==> src/sv/otm_pkg.sv <==
`timescale 1ns / 1ps
`default_nettype none
// ----------------------------------------------------------------------------
// otm_pkg - shared types and constants for the overcurrent trip monitor
// Field widths, register reset values, register indexes, sequencer states
// and shared-unit operation codes.
// ----------------------------------------------------------------------------
package otm_pkg;

	localparam int ADC_W      = 12;   // raw converter reading
	localparam int SLOPE_W    = 16;   // scale slope, 2^-20 A per count
	localparam int OFFSET_W   = 16;   // signed offset, 1/1024 A
	localparam int SAMPLE_W   = 15;   // converted sample and mean, 1/1024 A
	localparam int FRAC_W     = 10;   // shift after the slope multiply
	localparam int PROD_W     = ADC_W + SLOPE_W - FRAC_W;
	localparam int CFG_IDX_W  = 2;
	localparam int CFG_DATA_W = 16;

	localparam int OTM_WINDOW_LENGTH = 10;

	localparam logic [SLOPE_W-1:0]         SLOPE_RST   = 16'd8695;
	localparam logic signed [OFFSET_W-1:0] OFFSET_RST  = -16'sd2943;
	localparam logic [SAMPLE_W-1:0]        LEVEL_RST   = 15'd10240;
	localparam logic [SAMPLE_W-1:0]        MARGIN_RST  = 15'd512;
	localparam logic [SAMPLE_W-1:0]        SAMPLE_MAX  = 15'h7FFF;

	typedef enum logic [CFG_IDX_W-1:0] {
		CFG_SCALE_SLOPE    = 2'd0,
		CFG_SCALE_OFFSET   = 2'd1,
		CFG_TRIP_LEVEL     = 2'd2,
		CFG_RELEASE_MARGIN = 2'd3
	} cfg_idx_t;

	typedef enum logic {
		ALU_ADD = 1'b0,
		ALU_SUB = 1'b1
	} alu_op_t;

	typedef enum logic [3:0] {
		ST_IDLE,
		ST_MUL,
		ST_OFS,
		ST_SUB,
		ST_ADD,
		ST_DIV,
		ST_SET,
		ST_REL,
		ST_OUT
	} state_t;

endpackage
`default_nettype wire

==> src/sv/otm_ram.sv <==
`timescale 1ns / 1ps
`default_nettype none
// ----------------------------------------------------------------------------
// otm_ram - generic single-write, single-read RAM
// One write port, one read port with registered read data.
// ----------------------------------------------------------------------------
module otm_ram #(
	parameter int WIDTH = 15,
	parameter int DEPTH = 10,
	parameter int ADDR_W = (DEPTH > 1) ? $clog2(DEPTH) : 1
) (
	input  wire logic              clk,
	input  wire logic              we,
	input  wire logic [ADDR_W-1:0] waddr,
	input  wire logic [WIDTH-1:0]  wdata,
	input  wire logic              re,
	input  wire logic [ADDR_W-1:0] raddr,
	output logic      [WIDTH-1:0]  rdata
);

	logic [WIDTH-1:0] mem_q [DEPTH];

	always_ff @(posedge clk) begin
		if (we) begin
			mem_q[waddr] <= wdata;
		end
		if (re) begin
			rdata <= mem_q[raddr];
		end
	end

endmodule
`default_nettype wire

==> src/sv/otm_alu.sv <==
`timescale 1ns / 1ps
`default_nettype none
// ----------------------------------------------------------------------------
// otm_alu - shared signed add/subtract unit
// Serves offset add, level minus margin, total update, divider trial
// subtract and threshold compares; the result sign is the compare flag.
// ----------------------------------------------------------------------------
module otm_alu #(
	parameter int W = 21
) (
	input  wire otm_pkg::alu_op_t op,
	input  wire logic signed [W-1:0] a,
	input  wire logic signed [W-1:0] b,
	output logic signed [W-1:0] y,
	output logic                neg
);
	import otm_pkg::*;

	always_comb begin
		case (op)
			ALU_ADD: y = a + b;
			ALU_SUB: y = a - b;
			default: y = a - b;
		endcase
		neg = y[W-1];
	end

endmodule
`default_nettype wire

==> src/sv/overcurrent_trip_monitor_unit.sv <==
`timescale 1ns / 1ps
`default_nettype none
// ----------------------------------------------------------------------------
// overcurrent_trip_monitor_unit - moving average overcurrent trip monitor
// Scales each ADC sample to 1/1024 A, averages over the last WINDOW_LENGTH
// samples (fewer until the ring fills) and keeps a trip latch with hysteresis.
// ----------------------------------------------------------------------------
// Usage:
//   Input request: in_valid/in_ready with adc_sample. in_ready is high only
//   while the sequencer is idle; one sample is worked on at a time.
//   Output request: out_valid/out_ready with average_current, trip_active,
//   trip_event (trip newly set) and release_event (trip cleared).
//   Config request: cfg_valid/cfg_ready with cfg_index and cfg_data;
//   cfg_ready is always high. Index 0 slope, 1 offset, 2 trip level,
//   3 release margin. Write only while the block is idle.
// Sequence:
//   Each sample steps through MUL, OFS, SUB, ADD, DIV once per quotient
//   bit, SET, REL and OUT; the next is accepted only once OUT hands off the
//   result (SUM_W = 19 with the default window of 10). The restoring divider
//   makes one quotient bit per cycle on the shared add/subtract unit.
// Stall:
//   A finished result sits in the output register; the next sample is
//   accepted meanwhile, and the sequencer waits at its last step only if
//   that register is still full.
// Reset: arst_n clears the pointer, fill flag, running total, trip latch
//   and output valid, and restores the register reset values. The sample
//   ring is not cleared; an entry's value is used only after it was written.
// ----------------------------------------------------------------------------
module overcurrent_trip_monitor_unit #(
	parameter int WINDOW_LENGTH = otm_pkg::OTM_WINDOW_LENGTH
) (
	input  wire logic                            clk,
	input  wire logic                            arst_n,
	// configuration
	input  wire logic                            cfg_valid,
	output logic                                 cfg_ready,
	input  wire logic [otm_pkg::CFG_IDX_W-1:0]   cfg_index,
	input  wire logic [otm_pkg::CFG_DATA_W-1:0]  cfg_data,
	// input samples
	input  wire logic                            in_valid,
	output logic                                 in_ready,
	input  wire logic [otm_pkg::ADC_W-1:0]       adc_sample,
	// results
	output logic                                 out_valid,
	input  wire logic                            out_ready,
	output logic [otm_pkg::SAMPLE_W-1:0]         average_current,
	output logic                                 trip_active,
	output logic                                 trip_event,
	output logic                                 release_event
);
	import otm_pkg::*;

	localparam int PTR_W  = (WINDOW_LENGTH > 1) ? $clog2(WINDOW_LENGTH) : 1;
	localparam int CNT_W  = $clog2(WINDOW_LENGTH + 1);
	localparam int SUM_W  = SAMPLE_W + $clog2(WINDOW_LENGTH);
	localparam int ALU_W  = ((SUM_W > PROD_W) ? SUM_W : PROD_W) + 2;
	localparam int DCNT_W = $clog2(SUM_W);

	// configuration registers
	logic [SLOPE_W-1:0]         scale_slope_q;
	logic signed [OFFSET_W-1:0] scale_offset_q;
	logic [SAMPLE_W-1:0]        trip_level_q;
	logic [SAMPLE_W-1:0]        release_margin_q;

	// sequencer and datapath
	state_t                     state_q, state_d;
	logic [ADC_W-1:0]           raw_q;
	logic [PROD_W-1:0]          prod_q;
	logic [ADC_W+SLOPE_W-1:0]   prod_full;
	logic [SAMPLE_W-1:0]        amps_q;
	logic [SUM_W-1:0]           total_q;
	logic [SUM_W-1:0]           num_q;      // dividend, quotient shifts in
	logic [CNT_W-1:0]           rem_q;
	logic [CNT_W-1:0]           count_q;
	logic [DCNT_W-1:0]          div_cnt_q;
	logic signed [ALU_W-1:0]    rel_q;      // release threshold, may go negative
	logic [PTR_W-1:0]           wp_q;
	logic                       filled_q;
	logic                       latch_q;
	logic                       set_hit_q;
	logic                       tev_q;
	logic                       rev_q;
	logic [CNT_W:0]             trial;

	// output register
	logic                       out_valid_q;
	logic [SAMPLE_W-1:0]        avg_q;
	logic                       act_q;
	logic                       tev_out_q;
	logic                       rev_out_q;

	// shared unit
	alu_op_t                    alu_op;
	logic signed [ALU_W-1:0]    alu_a;
	logic signed [ALU_W-1:0]    alu_b;
	logic signed [ALU_W-1:0]    alu_y;
	logic                       alu_neg;

	// ring memory
	logic                       ram_we;
	logic                       ram_re;
	logic [SAMPLE_W-1:0]        ram_rdata;

	logic                       in_acc;
	logic                       out_load;

	assign cfg_ready = 1'b1;
	assign in_ready  = (state_q == ST_IDLE);
	assign in_acc    = in_valid && in_ready;
	assign out_load  = (state_q == ST_OUT) && (!out_valid_q || out_ready);
	assign ram_re    = in_acc;
	assign ram_we    = (state_q == ST_SUB);
	assign prod_full = raw_q * scale_slope_q;
	assign trial     = {rem_q, num_q[SUM_W-1]};

	assign out_valid       = out_valid_q;
	assign average_current = avg_q;
	assign trip_active     = act_q;
	assign trip_event      = tev_out_q;
	assign release_event   = rev_out_q;

	otm_ram #(
		.WIDTH(SAMPLE_W),
		.DEPTH(WINDOW_LENGTH),
		.ADDR_W(PTR_W)
	) u_ring (
		.clk   (clk),
		.we    (ram_we),
		.waddr (wp_q),
		.wdata (amps_q),
		.re    (ram_re),
		.raddr (wp_q),
		.rdata (ram_rdata)
	);

	otm_alu #(
		.W(ALU_W)
	) u_alu (
		.op  (alu_op),
		.a   (alu_a),
		.b   (alu_b),
		.y   (alu_y),
		.neg (alu_neg)
	);

	// configuration writes
	always_ff @(posedge clk or negedge arst_n) begin
		if (!arst_n) begin
			scale_slope_q    <= SLOPE_RST;
			scale_offset_q   <= OFFSET_RST;
			trip_level_q     <= LEVEL_RST;
			release_margin_q <= MARGIN_RST;
		end else if (cfg_valid) begin
			case (cfg_idx_t'(cfg_index))
				CFG_SCALE_SLOPE:    scale_slope_q    <= cfg_data;
				CFG_SCALE_OFFSET:   scale_offset_q   <= cfg_data;
				CFG_TRIP_LEVEL:     trip_level_q     <= cfg_data[SAMPLE_W-1:0];
				CFG_RELEASE_MARGIN: release_margin_q <= cfg_data[SAMPLE_W-1:0];
				default: ;
			endcase
		end
	end

	// shared unit operand selection per step
	always_comb begin
		alu_op = ALU_SUB;
		alu_a  = '0;
		alu_b  = '0;
		case (state_q)
			ST_MUL: begin
				// release threshold = level - margin
				alu_a = {{(ALU_W-SAMPLE_W){1'b0}}, trip_level_q};
				alu_b = {{(ALU_W-SAMPLE_W){1'b0}}, release_margin_q};
			end
			ST_OFS: begin
				alu_op = ALU_ADD;
				alu_a  = {{(ALU_W-PROD_W){1'b0}}, prod_q};
				alu_b  = {{(ALU_W-OFFSET_W){scale_offset_q[OFFSET_W-1]}}, scale_offset_q};
			end
			ST_SUB: begin
				alu_a = {{(ALU_W-SUM_W){1'b0}}, total_q};
				alu_b = {{(ALU_W-SAMPLE_W){1'b0}}, ram_rdata};
			end
			ST_ADD: begin
				alu_op = ALU_ADD;
				alu_a  = {{(ALU_W-SUM_W){1'b0}}, total_q};
				alu_b  = {{(ALU_W-SAMPLE_W){1'b0}}, amps_q};
			end
			ST_DIV: begin
				alu_a = {{(ALU_W-CNT_W-1){1'b0}}, trial};
				alu_b = {{(ALU_W-CNT_W){1'b0}}, count_q};
			end
			ST_SET: begin
				// negative when mean > level
				alu_a = {{(ALU_W-SAMPLE_W){1'b0}}, trip_level_q};
				alu_b = {{(ALU_W-SAMPLE_W){1'b0}}, num_q[SAMPLE_W-1:0]};
			end
			ST_REL: begin
				// negative when mean < release threshold
				alu_a = {{(ALU_W-SAMPLE_W){1'b0}}, num_q[SAMPLE_W-1:0]};
				alu_b = rel_q;
			end
			default: ;
		endcase
	end

	// next state
	always_comb begin
		state_d = state_q;
		case (state_q)
			ST_IDLE: if (in_acc) state_d = ST_MUL;
			ST_MUL:  state_d = ST_OFS;
			ST_OFS:  state_d = ST_SUB;
			ST_SUB:  state_d = ST_ADD;
			ST_ADD:  state_d = ST_DIV;
			ST_DIV:  if (div_cnt_q == '0) state_d = ST_SET;
			ST_SET:  state_d = ST_REL;
			ST_REL:  state_d = ST_OUT;
			ST_OUT:  if (out_load) state_d = ST_IDLE;
			default: state_d = ST_IDLE;
		endcase
	end

	always_ff @(posedge clk or negedge arst_n) begin
		if (!arst_n) begin
			state_q <= ST_IDLE;
		end else begin
			state_q <= state_d;
		end
	end

	// control state
	always_ff @(posedge clk or negedge arst_n) begin
		if (!arst_n) begin
			wp_q      <= '0;
			filled_q  <= 1'b0;
			total_q   <= '0;
			latch_q   <= 1'b0;
			div_cnt_q <= '0;
			count_q   <= '0;
		end else begin
			case (state_q)
				ST_SUB: begin
					if (filled_q) begin
						total_q <= alu_y[SUM_W-1:0];
					end
				end
				ST_ADD: begin
					total_q   <= alu_y[SUM_W-1:0];
					div_cnt_q <= DCNT_W'(SUM_W - 1);
					if (wp_q == PTR_W'(WINDOW_LENGTH - 1)) begin
						wp_q     <= '0;
						filled_q <= 1'b1;
						count_q  <= CNT_W'(WINDOW_LENGTH);
					end else begin
						wp_q    <= wp_q + 1'b1;
						count_q <= filled_q ? CNT_W'(WINDOW_LENGTH)
						                    : CNT_W'(wp_q) + 1'b1;
					end
				end
				ST_DIV: begin
					div_cnt_q <= div_cnt_q - 1'b1;
				end
				ST_REL: begin
					if (!latch_q && set_hit_q) begin
						latch_q <= 1'b1;
					end else if (latch_q && alu_neg) begin
						latch_q <= 1'b0;
					end
				end
				default: ;
			endcase
		end
	end

	// datapath registers
	always_ff @(posedge clk) begin
		if (in_acc) begin
			raw_q <= adc_sample;
		end
		case (state_q)
			ST_MUL: begin
				prod_q <= prod_full[ADC_W+SLOPE_W-1:FRAC_W];
				rel_q  <= alu_y;
			end
			ST_OFS: begin
				// clamp to [0, SAMPLE_MAX]
				if (alu_neg) begin
					amps_q <= '0;
				end else if (|alu_y[ALU_W-2:SAMPLE_W]) begin
					amps_q <= SAMPLE_MAX;
				end else begin
					amps_q <= alu_y[SAMPLE_W-1:0];
				end
			end
			ST_ADD: begin
				num_q <= alu_y[SUM_W-1:0];
				rem_q <= '0;
			end
			ST_DIV: begin
				// restoring division, one quotient bit per cycle
				if (alu_neg) begin
					rem_q <= trial[CNT_W-1:0];
				end else begin
					rem_q <= alu_y[CNT_W-1:0];
				end
				num_q <= {num_q[SUM_W-2:0], ~alu_neg};
			end
			ST_SET: begin
				set_hit_q <= alu_neg;
			end
			ST_REL: begin
				tev_q <= !latch_q && set_hit_q;
				rev_q <= latch_q && alu_neg;
			end
			default: ;
		endcase
	end

	// output register
	always_ff @(posedge clk or negedge arst_n) begin
		if (!arst_n) begin
			out_valid_q <= 1'b0;
		end else if (out_load) begin
			out_valid_q <= 1'b1;
		end else if (out_ready) begin
			out_valid_q <= 1'b0;
		end
	end

	always_ff @(posedge clk) begin
		if (out_load) begin
			avg_q     <= num_q[SAMPLE_W-1:0];
			act_q     <= latch_q;
			tev_out_q <= tev_q;
			rev_out_q <= rev_q;
		end
	end

endmodule
`default_nettype wire

==> config.mk <==
export PLATFORM = sky130hd
export DESIGN_NAME = overcurrent_trip_monitor_unit
export DESIGN_NICKNAME = d
export VERILOG_FILES = /design/src/sv/otm_pkg.sv /design/src/sv/otm_ram.sv /design/src/sv/otm_alu.sv /design/src/sv/overcurrent_trip_monitor_unit.sv
export SDC_FILE = /design/constraint.sdc
export NUM_CORES = 1
export LEC_CHECK = 0
export BUFFER_PORTS_ARGS = -buffer_cell sky130_fd_sc_hd__buf_2
export CAP_MARGIN = 15
export CORE_ASPECT_RATIO = 0.6
export CORE_UTILIZATION = 45
export CTS_BUF_LIST = sky130_fd_sc_hd__clkbuf_4
export CTS_CLUSTER_DIAMETER = 100
export DETAILED_ROUTE_END_ITERATION = 8
export PLACE_DENSITY = 0.72
export SYNTH_ARGS = -nofsm -noshare
export SYNTH_HDL_FRONTEND = slang
export SYNTH_SLANG_ARGS = --single-unit
export TNS_END_PERCENT = 50
==> constraint.sdc <==
create_clock -name clk -period 12.3 [get_ports clk]
set_input_delay 0.615 -clock clk [delete_from_list [all_inputs] [get_ports clk]]
set_output_delay 0.615 -clock clk [all_outputs]
set_load 0.05 [all_outputs]
* Yosys cells after proc, flatten, opt, wreduce, memory -nomap -nowiden
Memories as Yosys holds them, arrays and structs flattened. A register that Yosys moved wholly into a read port is not among the register bits.
Cells that the tools add are included.
** Word-level totals
- Register bits after elaboration :: 211
- Bits in writable memories :: 150
- Output and inout port bits :: 21
- Bits of input ports :: 35
- Memories kept :: 1
** Memories
- u_ring.mem_q :: depth 10, bits a word 15, rd ports 1, clocked after memory_dff 1, wr ports 1, line otm_ram.sv:21 : logic [WIDTH-1:0] mem_q [DEPTH];
** Operators by class
- Muxes and demuxes :: 24
- Multiply operators :: 1
- Eq/ne operators :: 16
- Bitwise logic cells :: 1
- Reduce and logical (&&, ||, !) cells :: 26
- $add $sub $neg :: 4
** Operator list (number)
- $pmux W21 S7 :: 1
- $pmux W19 S5 :: 1
- $pmux W19 S2 :: 2
- $pmux W21 S2 :: 1
- $pmux W4 S9 :: 1
- $mul A12 B16 Y28 :: 1
- $mux W4 :: 7
- $add A20 B21 Y21 :: 1
- $sub A20 B21 Y21 :: 1
- $mux W19 :: 1
- $eq A4 B3 Y1 const B :: 4
- $mux W15 :: 1
- $reduce_and A2 Y1 :: 7
- $pmux W5 S2 :: 1
- $eq A4 B2 Y1 const B :: 2
- $eq A4 B4 Y1 const B :: 2
- $pmux W4 S2 :: 1
- $reduce_bool A2 Y1 :: 4
- $mux W1 :: 7
- $ne A2 B2 Y1 const B :: 3
- $reduce_or A2 Y1 :: 3
- $logic_not A5 Y1 :: 1
- $reduce_or A5 Y1 :: 1
- $sub A5 B1 Y5 const B :: 1
- other kinds (12) :: 17

* Depth between registers and ports, before layout
Gate-level depths: netlist of the first run.
- Depth in word-level cells :: 8
- Depth in mapped cells :: 26

* Cells and area by module
From an unflattened synthesis of the first run, not the netlist that was laid out.
** Second synthesis, totals
- Cells, all modules :: 1910
- Area, all modules :: 22726.8 µm²
** Modules (own cells, without submodules)
- overcurrent_trip_monitor_unit :: area each 14722.9 µm², instances 1, sequential area each 5854.4 µm², cells each 1353
- otm_ram :: area each 6406.1 µm², instances 1, sequential area each 4954.8 µm², cells each 335
- otm_alu :: area each 1597.8 µm², instances 1, sequential area each 0.0 µm², cells each 222

* Worst setup path after synthesis of the first run
Ideal clock, no wire load.
- Path kind :: register to register
- Start point :: reg state_q[2]
- End point :: reg amps_q[11], data pin
- Library setup time :: 290 ps
- Arrival :: 6541 ps
- Path slack :: 5469 ps
- Path buffers :: 5
- Period minus slack after synthesis :: 6831 ps
- Stages on the path, launching flop included :: 21
- Path through :: dfrtp_1 buf_2 buf_2 nor4b_2 or2_2 clkbuf_1 clkbuf_1 a22oi_1 nand2_1 ha_1 o21ai_0 nor2_1 o31a_1 a311oi_1 o211ai_1 a21oi_1 xor2_1 inv_1 nor3_1 clkbuf_1 a41oi_1
** On the way
- Cells in the longest elaborated chain, start to end :: 7
** Ends and longest elaborated chain
- start: declaration :: line overcurrent_trip_monitor_unit.sv:66 : state_t state_q, state_d;
- start signal: assignment :: line overcurrent_trip_monitor_unit.sv:228 : state_q <= state_d;
- $eq A4 B3 Y1, or another cell as far along :: line overcurrent_trip_monitor_unit.sv:169 : case (state_q)
- $reduce_or A2 Y1 (no line)
- $pmux W19 S5 :: line overcurrent_trip_monitor_unit.sv:169
- $sub A20 B21 Y21 or $add A20 B21 Y21 (tied branches) :: line otm_alu.sv:22, otm_alu.sv:21
- $pmux W21 S2 (*) :: line otm_alu.sv:20 : case (op)
- named net alu_y[17] :: line overcurrent_trip_monitor_unit.sv:96 : logic signed [ALU_W-1:0] alu_y;
- $reduce_or A5 Y1 (*) :: line overcurrent_trip_monitor_unit.sv:290 : end else if (|alu_y[ALU_W-2:SAMPLE_W]) begin
- $mux W15 (*) :: line overcurrent_trip_monitor_unit.sv:290
- end signal: assignment :: line overcurrent_trip_monitor_unit.sv:293 : amps_q <= alu_y[SAMPLE_W-1:0];
- end: declaration :: line overcurrent_trip_monitor_unit.sv:70 : logic [SAMPLE_W-1:0] amps_q;
Mark *: on every way through the listed nets, which the timed path passes. The rest lies on a longest branch.
A chain may end at the register's enable or synchronous reset.

* Worst setup path after layout of the first run
- Start point :: reg raw_q[4]
- End point :: reg prod_q[14], data pin
** On the way
- Cells in the longest elaborated chain, start to end :: 1
** Ends and longest elaborated chain
- start: declaration :: line overcurrent_trip_monitor_unit.sv:67 : logic [ADC_W-1:0] raw_q;
- start signal: assignment :: line overcurrent_trip_monitor_unit.sv:279 : raw_q <= adc_sample;
- $mul A12 B16 Y28 :: line overcurrent_trip_monitor_unit.sv:113 : assign prod_full = raw_q * scale_slope_q;
- named net prod_full[24] :: line overcurrent_trip_monitor_unit.sv:69 : logic [ADC_W+SLOPE_W-1:0] prod_full;
- end signal: assignment :: line overcurrent_trip_monitor_unit.sv:283 : prod_q <= prod_full[ADC_W+SLOPE_W-1:FRAC_W];
- end: declaration :: line overcurrent_trip_monitor_unit.sv:68 : logic [PROD_W-1:0] prod_q;
The timed path passes the listed nets, and every way through them passes these cells.

==> results.md, run 1 <==
* Status: finished clean
* Max stage delay on crit path at ~850 ps
* Yosys reg bits at between 300 and 400
* Resized Gates After CTS at 0
* Port bufs at 54
* Worst Path Arrival at about 7700 ps
* Xor and xnor area share after synthesis at 1.951%
* Post-synthesis mux area share at between 8 and 9%
* Largest family of logic cells by synthesized area: adder cells
* Synthesized area per cell at 12.15 µm²
* Setup TNS at 0 ps
* HPWL after DPL at 41490 µm
* Fin nets at 2197
* Clock skew at just over 70 ps
* Placed instance area at approximately 23000 µm²
* Post-route insts no fill at between 2000 and 3000
* Row Count at 62
* Cell family with most CP delay: adder cells
* CTS tree: yes
* Vias in the first global route at about 15000
* Hold Buf Count CTS at 13
* Worst Hold Class: in -> reg
* Ports at 56
* Maximum clock path buffer count at 3
* Setup CP Type: reg -> reg
* Via count at 15107
* Fill cells at around 4200
* Mapped Cells at ~1800
* Vias/cell at 5.705
* Tcrit/Tclk final at between 50 and 60%
* WL final at approximately 57000 µm
* CTS clk-pin slew, worst paths at 90 ps
* Residual DRC at 0
* Post-synthesis cell area at between 20000 and 25000 µm²
* Drt pass-1 iters at 9
* Final period demand of the worst path at between 7000 and 8000 ps
* Die Area at a little over 50000 µm²
* Post-synth cell types at 79
* Gr ovfl total at 0
* Compound-Gate Fraction of Synth Area at 8.250%
* Global-route wire length before repair at 88660 µm
* Clock sink count at roughly 380
* Largest net degree at the start of global routing at 73
* Htree depth at 3
* Normalized max-slew margin at 10.94%
* CP Buf/Inv Count at 3
* Layout cell share with drive strength beyond 1 at a little under a fifth
* GRT Util Overall at around 23%
* Final Cell Area at around 25000 µm²
* Die width at approximately 290 µm
* Dpl cells at 2470
* Number of diodes at 0
* Required time of the critical path at 12790 ps
* Root Buffer: clkbuf_4
* RSZ-0062 raised after global routing: no
* Worst Setup Start Kind: flop
* Fmax at approximately 0.14 GHz
* DR WL/cell at roughly 22 µm
* Post-CTS setup buffers at 0
* Crit Path Max Fanout at 16
* Final Setup Violations at 0
* Ys Warns at 0
* CTS buffer count at just under 90
* Final antenna-violating net count at 0
* Max-Cap Viols at 0
* Worst-path cell chain: nand2_1 -> fa_1 -> fa_1 -> inv_1 -> fa_1 -> fa_1 -> inv_1 -> fa_1 -> inv_1 -> ha_1 -> a21o_1 -> a2111oi_0 -> o21ai_0 -> o21ai_0 -> a31oi_1 -> a41oi_1 -> nand2b_1 -> a21oi_1 -> xnor2_1
* Synthesized Nets at around 2100
* Adder-Cell Fraction of Synth Area at 17.44%
* Initial Util at a little under half
* CP Capture Type: flop
* Die Ht at approximately 170 µm
* Slew Viols, Final at 0
* Fraction of registers with async set/reset at a little over a quarter
* Core Footprint at between 40000 and 50000 µm²
* Gpl congestion at around 0.97
* Cell with the largest stage delay on the worst path: a2111oi_0
* Iter 0 DRT Violations at between 1500 and 2000
* Post-synthesis simple-gate area fraction at a little over a tenth
* Worst skew pair latency at about 810 ps
* Final Hold Fails at 0
* Main synth FF type: edfxtp_1
* CP dominant cell by count: fa_1
* Slew @ Worst Pin at about 1300 ps
* Initial antenna violation count at 0
* Post-synth EDFFs at 275
* Seq/Total Area, Yosys at around half
* Area grow syn2layout at 10.06%
-- cell type report --
| type | instances | area, µm² | share of cell area (%) |
|---|---|---|---|
| sequential | 376 | 10810 | 43.88 |
| multi-input combinational | 1169 | 10450 | 42.40 |
| clock buffer | 134 | 1006 | 4.083 |
| tap | 640 | 800.8 | 3.250 |
| inverter | 210 | 793.3 | 3.220 |
| timing repair buffer | 89 | 588.1 | 2.387 |
| clock inverter | 30 | 191.4 | 0.7770 |
-- layout by cell type, fill, tap and decap left out, drive strengths merged, types with 18 or more instances in the layout --
cell type / instances
a211oi: 18
a21oi: 55
a41oi: 18
and2: 72
buf: 76
clkbuf: 134
clkinv: 26
dfrtp: 82
dfstp: 19
edfxtp: 275
fa: 140
ha: 88
inv: 212
mux2: 66
mux2i: 42
mux4: 31
nand2: 246
nand3: 19
nor2: 39
nor2b: 33
o21ai: 69
xnor2: 23
xor2: 26
-- kinds of logic after synthesis --
kind of cell,after synthesis
DFF,376
AOI/OAI and AO/OA,272
buffers and inverters,298
muxes,139
xor gates and xnor gates,49
adders and majority gates,228
and+or+nand+nor,480
other,1
-- layer usage --
| layer | track usage, % | vias to the layer above | routed length (µm) |
|---|---|---|---|
| met5 | 0 | - | 0 |
| met4 | 4.566 | 0 | 772 |
| met3 | 6.627 | 71 | 6005 |
| met2 | 31.30 | 721 | 23840 |
| met1 | 35.70 | 7646 | 26340 |
| li1 | - | 6669 | - |
-- synthesized netlist by cell type (25+ instances only) --
| library cell | count | area share [%] |
|---|---|---|
| edfxtp_1 | 275 | 37 |
| nand2_1 | 246 | 4.1 |
| inv_1 | 208 | 3.5 |
| fa_1 | 140 | 13 |
| ha_1 | 88 | 4.9 |
| dfrtp_1 | 82 | 9.2 |
| and2_1 | 72 | 2.0 |
| o21ai_0 | 69 | 1.5 |
| clkbuf_1 | 66 | 1.1 |
| mux2_2 | 66 | 3.3 |
| a21oi_1 | 55 | 1.2 |
| mux2i_1 | 41 | 1.8 |
| nor2_1 | 38 | 0.64 |
| nor2b_1 | 33 | 0.92 |
| mux4_2 | 31 | 3.1 |
| xor2_1 | 25 | 0.98 |
-- state kept, by name (all words and copies together), names as in the netlist, 4 cells and up --
register          count
u_ring.rdata         15
num_q                19
rem_q                 4
trip_level_q         15
prod_q               18
wp_q                  4
scale_slope_q        16
average_current      15
release_margin_q     15
state_q               4
amps_q               15
scale_offset_q       16
rel_q                21
total_q              19
raw_q                12
count_q               4
div_cnt_q             5
u_ring.mem_q        150
-- final timing paths --
kind	from	to	slack [ps]	cells past startpoint
worst max register to register	raw_q[4]	prod_q[14]	5100	19
max in group asynchronous	arst_n	wp_q[0]	10520	3
min in group asynchronous	arst_n	scale_slope_q[9]	370	2
worst max-delay path	raw_q[4]	prod_q[14]	5100	19
worst min-delay path	cfg_data[0]	scale_offset_q[0]	140	2
worst min register to register	rev_q	release_event	430	0
-- per-stage QoR --
step | hold slack [ps] | worst slack (ps) | utilization (%)
2_1_floorplan | 319.4 | 5469 | -
3_3_place_gp | 410.6 | 5595 | 48.02
3_5_place_dp | 409.8 | 5294 | 48.02
4_1_cts | 96.96 | 5200 | 50.76
5_1_grt | 89.87 | 4820 | 50.81
6_report | 136.3 | 5097 | 50.81
Power of run 1 is not shown: default switching activity piles up to over one toggle a cycle in this logic, so the estimate is an artifact.
==> inputs of run 2 (changes only) <==
--- a/config.mk
+++ b/config.mk
@@ -5,6 +5,7 @@
 export SDC_FILE = /design/constraint.sdc
 export NUM_CORES = 1
 export LEC_CHECK = 0
+export ABC_AREA = 1
 export BUFFER_PORTS_ARGS = -buffer_cell sky130_fd_sc_hd__buf_2
 export CAP_MARGIN = 15
 export CORE_ASPECT_RATIO = 0.6
==> constraint.sdc (replaced) <==
create_clock -name clk -period 7.49 [get_ports clk]
set_input_delay 0.3745 -clock clk [delete_from_list [all_inputs] [get_ports clk]]
set_output_delay 0.3745 -clock clk [all_outputs]
set_load 0.05 [all_outputs]
==> run 2 against run 1 <==
Against the previous run: worst setup slack lost 3600 ps; maximum frequency is 20% higher; clock skew is 39 ps higher; area after synthesis grew 2.7%; non-clock buffer count up 14; synthesized cell count rose by 34%; first-iteration DRC count up 16%; clock-buffer cell count shrank 9; critical path depth rose by 7; flip-flop and latch count unchanged; routed wire length increased by 12%.
==> results.md, run 2 <==
* Status: finished clean
* Placed instance area at 23910 µm²
* Yosys reg bits at about 380
* Vias in the first global route at ~18000
* Tcrit/Tclk final at between 70% and 80%
* Synthesized area per cell at 9.303 µm²
* Residual DRC at 0
* Resized Gates After CTS at 0
* Final Setup Violations at 0
* Initial Util at a little under half
* Commonest non-fill, non-tap cell in the layout: nand2_1
* Fill cells at between 4000 and 5000
* Mapped Cells at 2470
* WL final at roughly 64000 µm
* Fraction of registers with async set/reset at between 20 and 30%
* Initial antenna violation count at 2
* Slew @ Worst Pin at roughly 1200 ps
* Commonest cells after routing, fill and taps aside: nand2_1, inv_1, edfxtp_1
* Iter 0 DRT Violations at 2128
* Ys Warns at 0
* Final period demand of the worst path at between 5000 and 6000 ps
* Util after Layout at 50.83%
* Cell with the largest stage delay on the worst path: nor2_1
* Top flop regs: u_ring.mem_q: 150 flops, rel_q: 21 flops
* Seq/Total Area, Yosys at between 40% and 50%
* Setup CP Type: reg -> reg
* Post-synth top area share at around 36%
* Post-synthesis cell area at around 23000 µm²
* Vias/cell at 5.413
* Maximum clock path buffer count at 3
* Setup TNS at 0 ps
* Fin nets at 2812
* Crit Path Max Fanout at 15
* Row Count at 63
* Main synth FF type: edfxtp_1
* Worst skew pair latency at between 800 and 900 ps
* Worst Hold Class: in -> async
* Post-synth EDFFs at 275
* Register Area at 10810 µm²
* CTS clk-pin slew, worst paths at around 80 ps
* Final Cell Area at 25360 µm²
* CTS tree: yes
* Area grow syn2layout at 10.38%
* Post-synth top cells: nand2_1, inv_1, edfxtp_1
* CTS buffer count at 86
* HPWL after DPL at around 45000 µm
* Most frequent cell after synthesis: nand2_1
* Gr ovfl total at 0
* CP dominant cell by count: nand2_1
* Die Ht at between 150 and 200 µm
* Final antenna-violating net count at 0
* DP Worst Slack at about 1700 ps
* DR WL/cell at between 15 and 20 µm
* Post-synth cell types at 45
* Clock skew at about 110 ps
* Max-Cap Viols at 0
* Drt pass-1 iters at 6
* Via count at 17886
* Root Buffer: clkbuf_4
* Port bufs at 54
* Die Area at about 52000 µm²
* Slew Viols, Final at 0
* Gpl congestion at roughly 0.98
* Top reg by flops: u_ring.mem_q
* Die width at between 200 and 300 µm
* Worst Setup Start Kind: flop
* Top post-synthesis cells by area: edfxtp_1, fa_1, nand2_1, dfrtp_1, inv_1
* Multi-input gate area at slightly above 10000 µm²
* Worst Path Arrival at about 6500 ps
* Synthesized Nets at 2733
* Largest net degree at the start of global routing at 80
* Ports at 56
* Worst setup margin at ~1500 ps
* Layout cell share with drive strength beyond 1 at 10.64%
* RSZ-0062 raised after global routing: no
* Required time of the critical path at 8020 ps
* CP Capture Type: flop
* Core Footprint at approximately 50000 µm²
* GRT Util Overall at approximately 26%
* Synth area leader: edfxtp_1
* Normalized max-slew margin at a little under a quarter
* Max stage delay on crit path at about 700 ps
* Max FFs per register at 150
* Global-route wire length before repair at 100600 µm
* Htree depth at 3
* Fmax at 0.1670 GHz
* Clock sink count at 376
* Final Hold Fails at 0
[run 2: kinds of logic (layout without fill, tap and decap cells)]
logic type	after synthesis	after routing	synth area share, %
AO/OA/AOI/OAI	363	363	8.739
XOR/XNOR	53	53	2.020
adder cells (fa/ha/maj)	228	228	16.99
buffers and inverters	509	660	8.483
flip-flops	376	376	47.04
other	1	2	0.01632
AND/OR/NAND/NOR	940	940	16.72
[run 2: final timing paths]
check,from,end,slack (ps),depth (start not counted)
max in group asynchronous,arst_n,total_q[9],5990,3
min,arst_n,count_q[3],90,2
min reg2reg,tev_q,trip_event,420,0
max,state_q[1],amps_q[14],1500,26
max reg2reg,state_q[1],amps_q[14],1500,26
min in group clk,adc_sample[1],raw_q[1],250,2
[run 2: critical path, delay by kind of cell (launching register included)]
family          cells  cell delay [ps]
fa+ha+maj           1              360
buf+inv             4              460
xor+xnor            2              410
simple gates       16             3460
compound gates      3              560
flops               1              450
[run 2: metrics by stage]
| stage | hold slack [ps] | cells |
|---|---|---|
| 5_1_grt | 73.66 | 3304 |
| 6_report | 89.23 | 3304 |
| 3_5_place_dp | 376.0 | 3111 |
| 4_1_cts | 51.84 | 3302 |
| 2_1_floorplan | 78.91 | 2470 |
| 3_3_place_gp | 367.2 | 3111 |
[run 2: what timing repair did]
action / 4_1_cts / 5_1_grt
hold buffers: 31 / 0
endpoints found under the hold margin: 110 / 0
setup buffers: 0 / 0
[run 2: area by class of cell]
class | count | area share, %
Sequential cell | 376 | 42.62
Tap cell | 682 | 3.364
Timing Repair Buffer | 103 | 2.831
Inverter | 397 | 5.875
Antenna cell | 1 | 0.009866
Clock inverter | 35 | 0.7745
Multi-Input combinational cell | 1585 | 40.82
Clock buffer | 125 | 3.700
[run 2: routing by layer]
layer / wire (µm) / share of wire [%] / vias to the layer above / GRT usage (%)
met5: 0 / 0 / - / 0
met4: 1404 / 2.2 / 0 / 7.031
met1: 28620 / 45 / 8747 / 37.56
met2: 27330 / 43 / 835 / 38.10
met3: 6424 / 10 / 91 / 5.613
li1: - / - / 8213 / -
Power of run 2 is left out for the same reason.
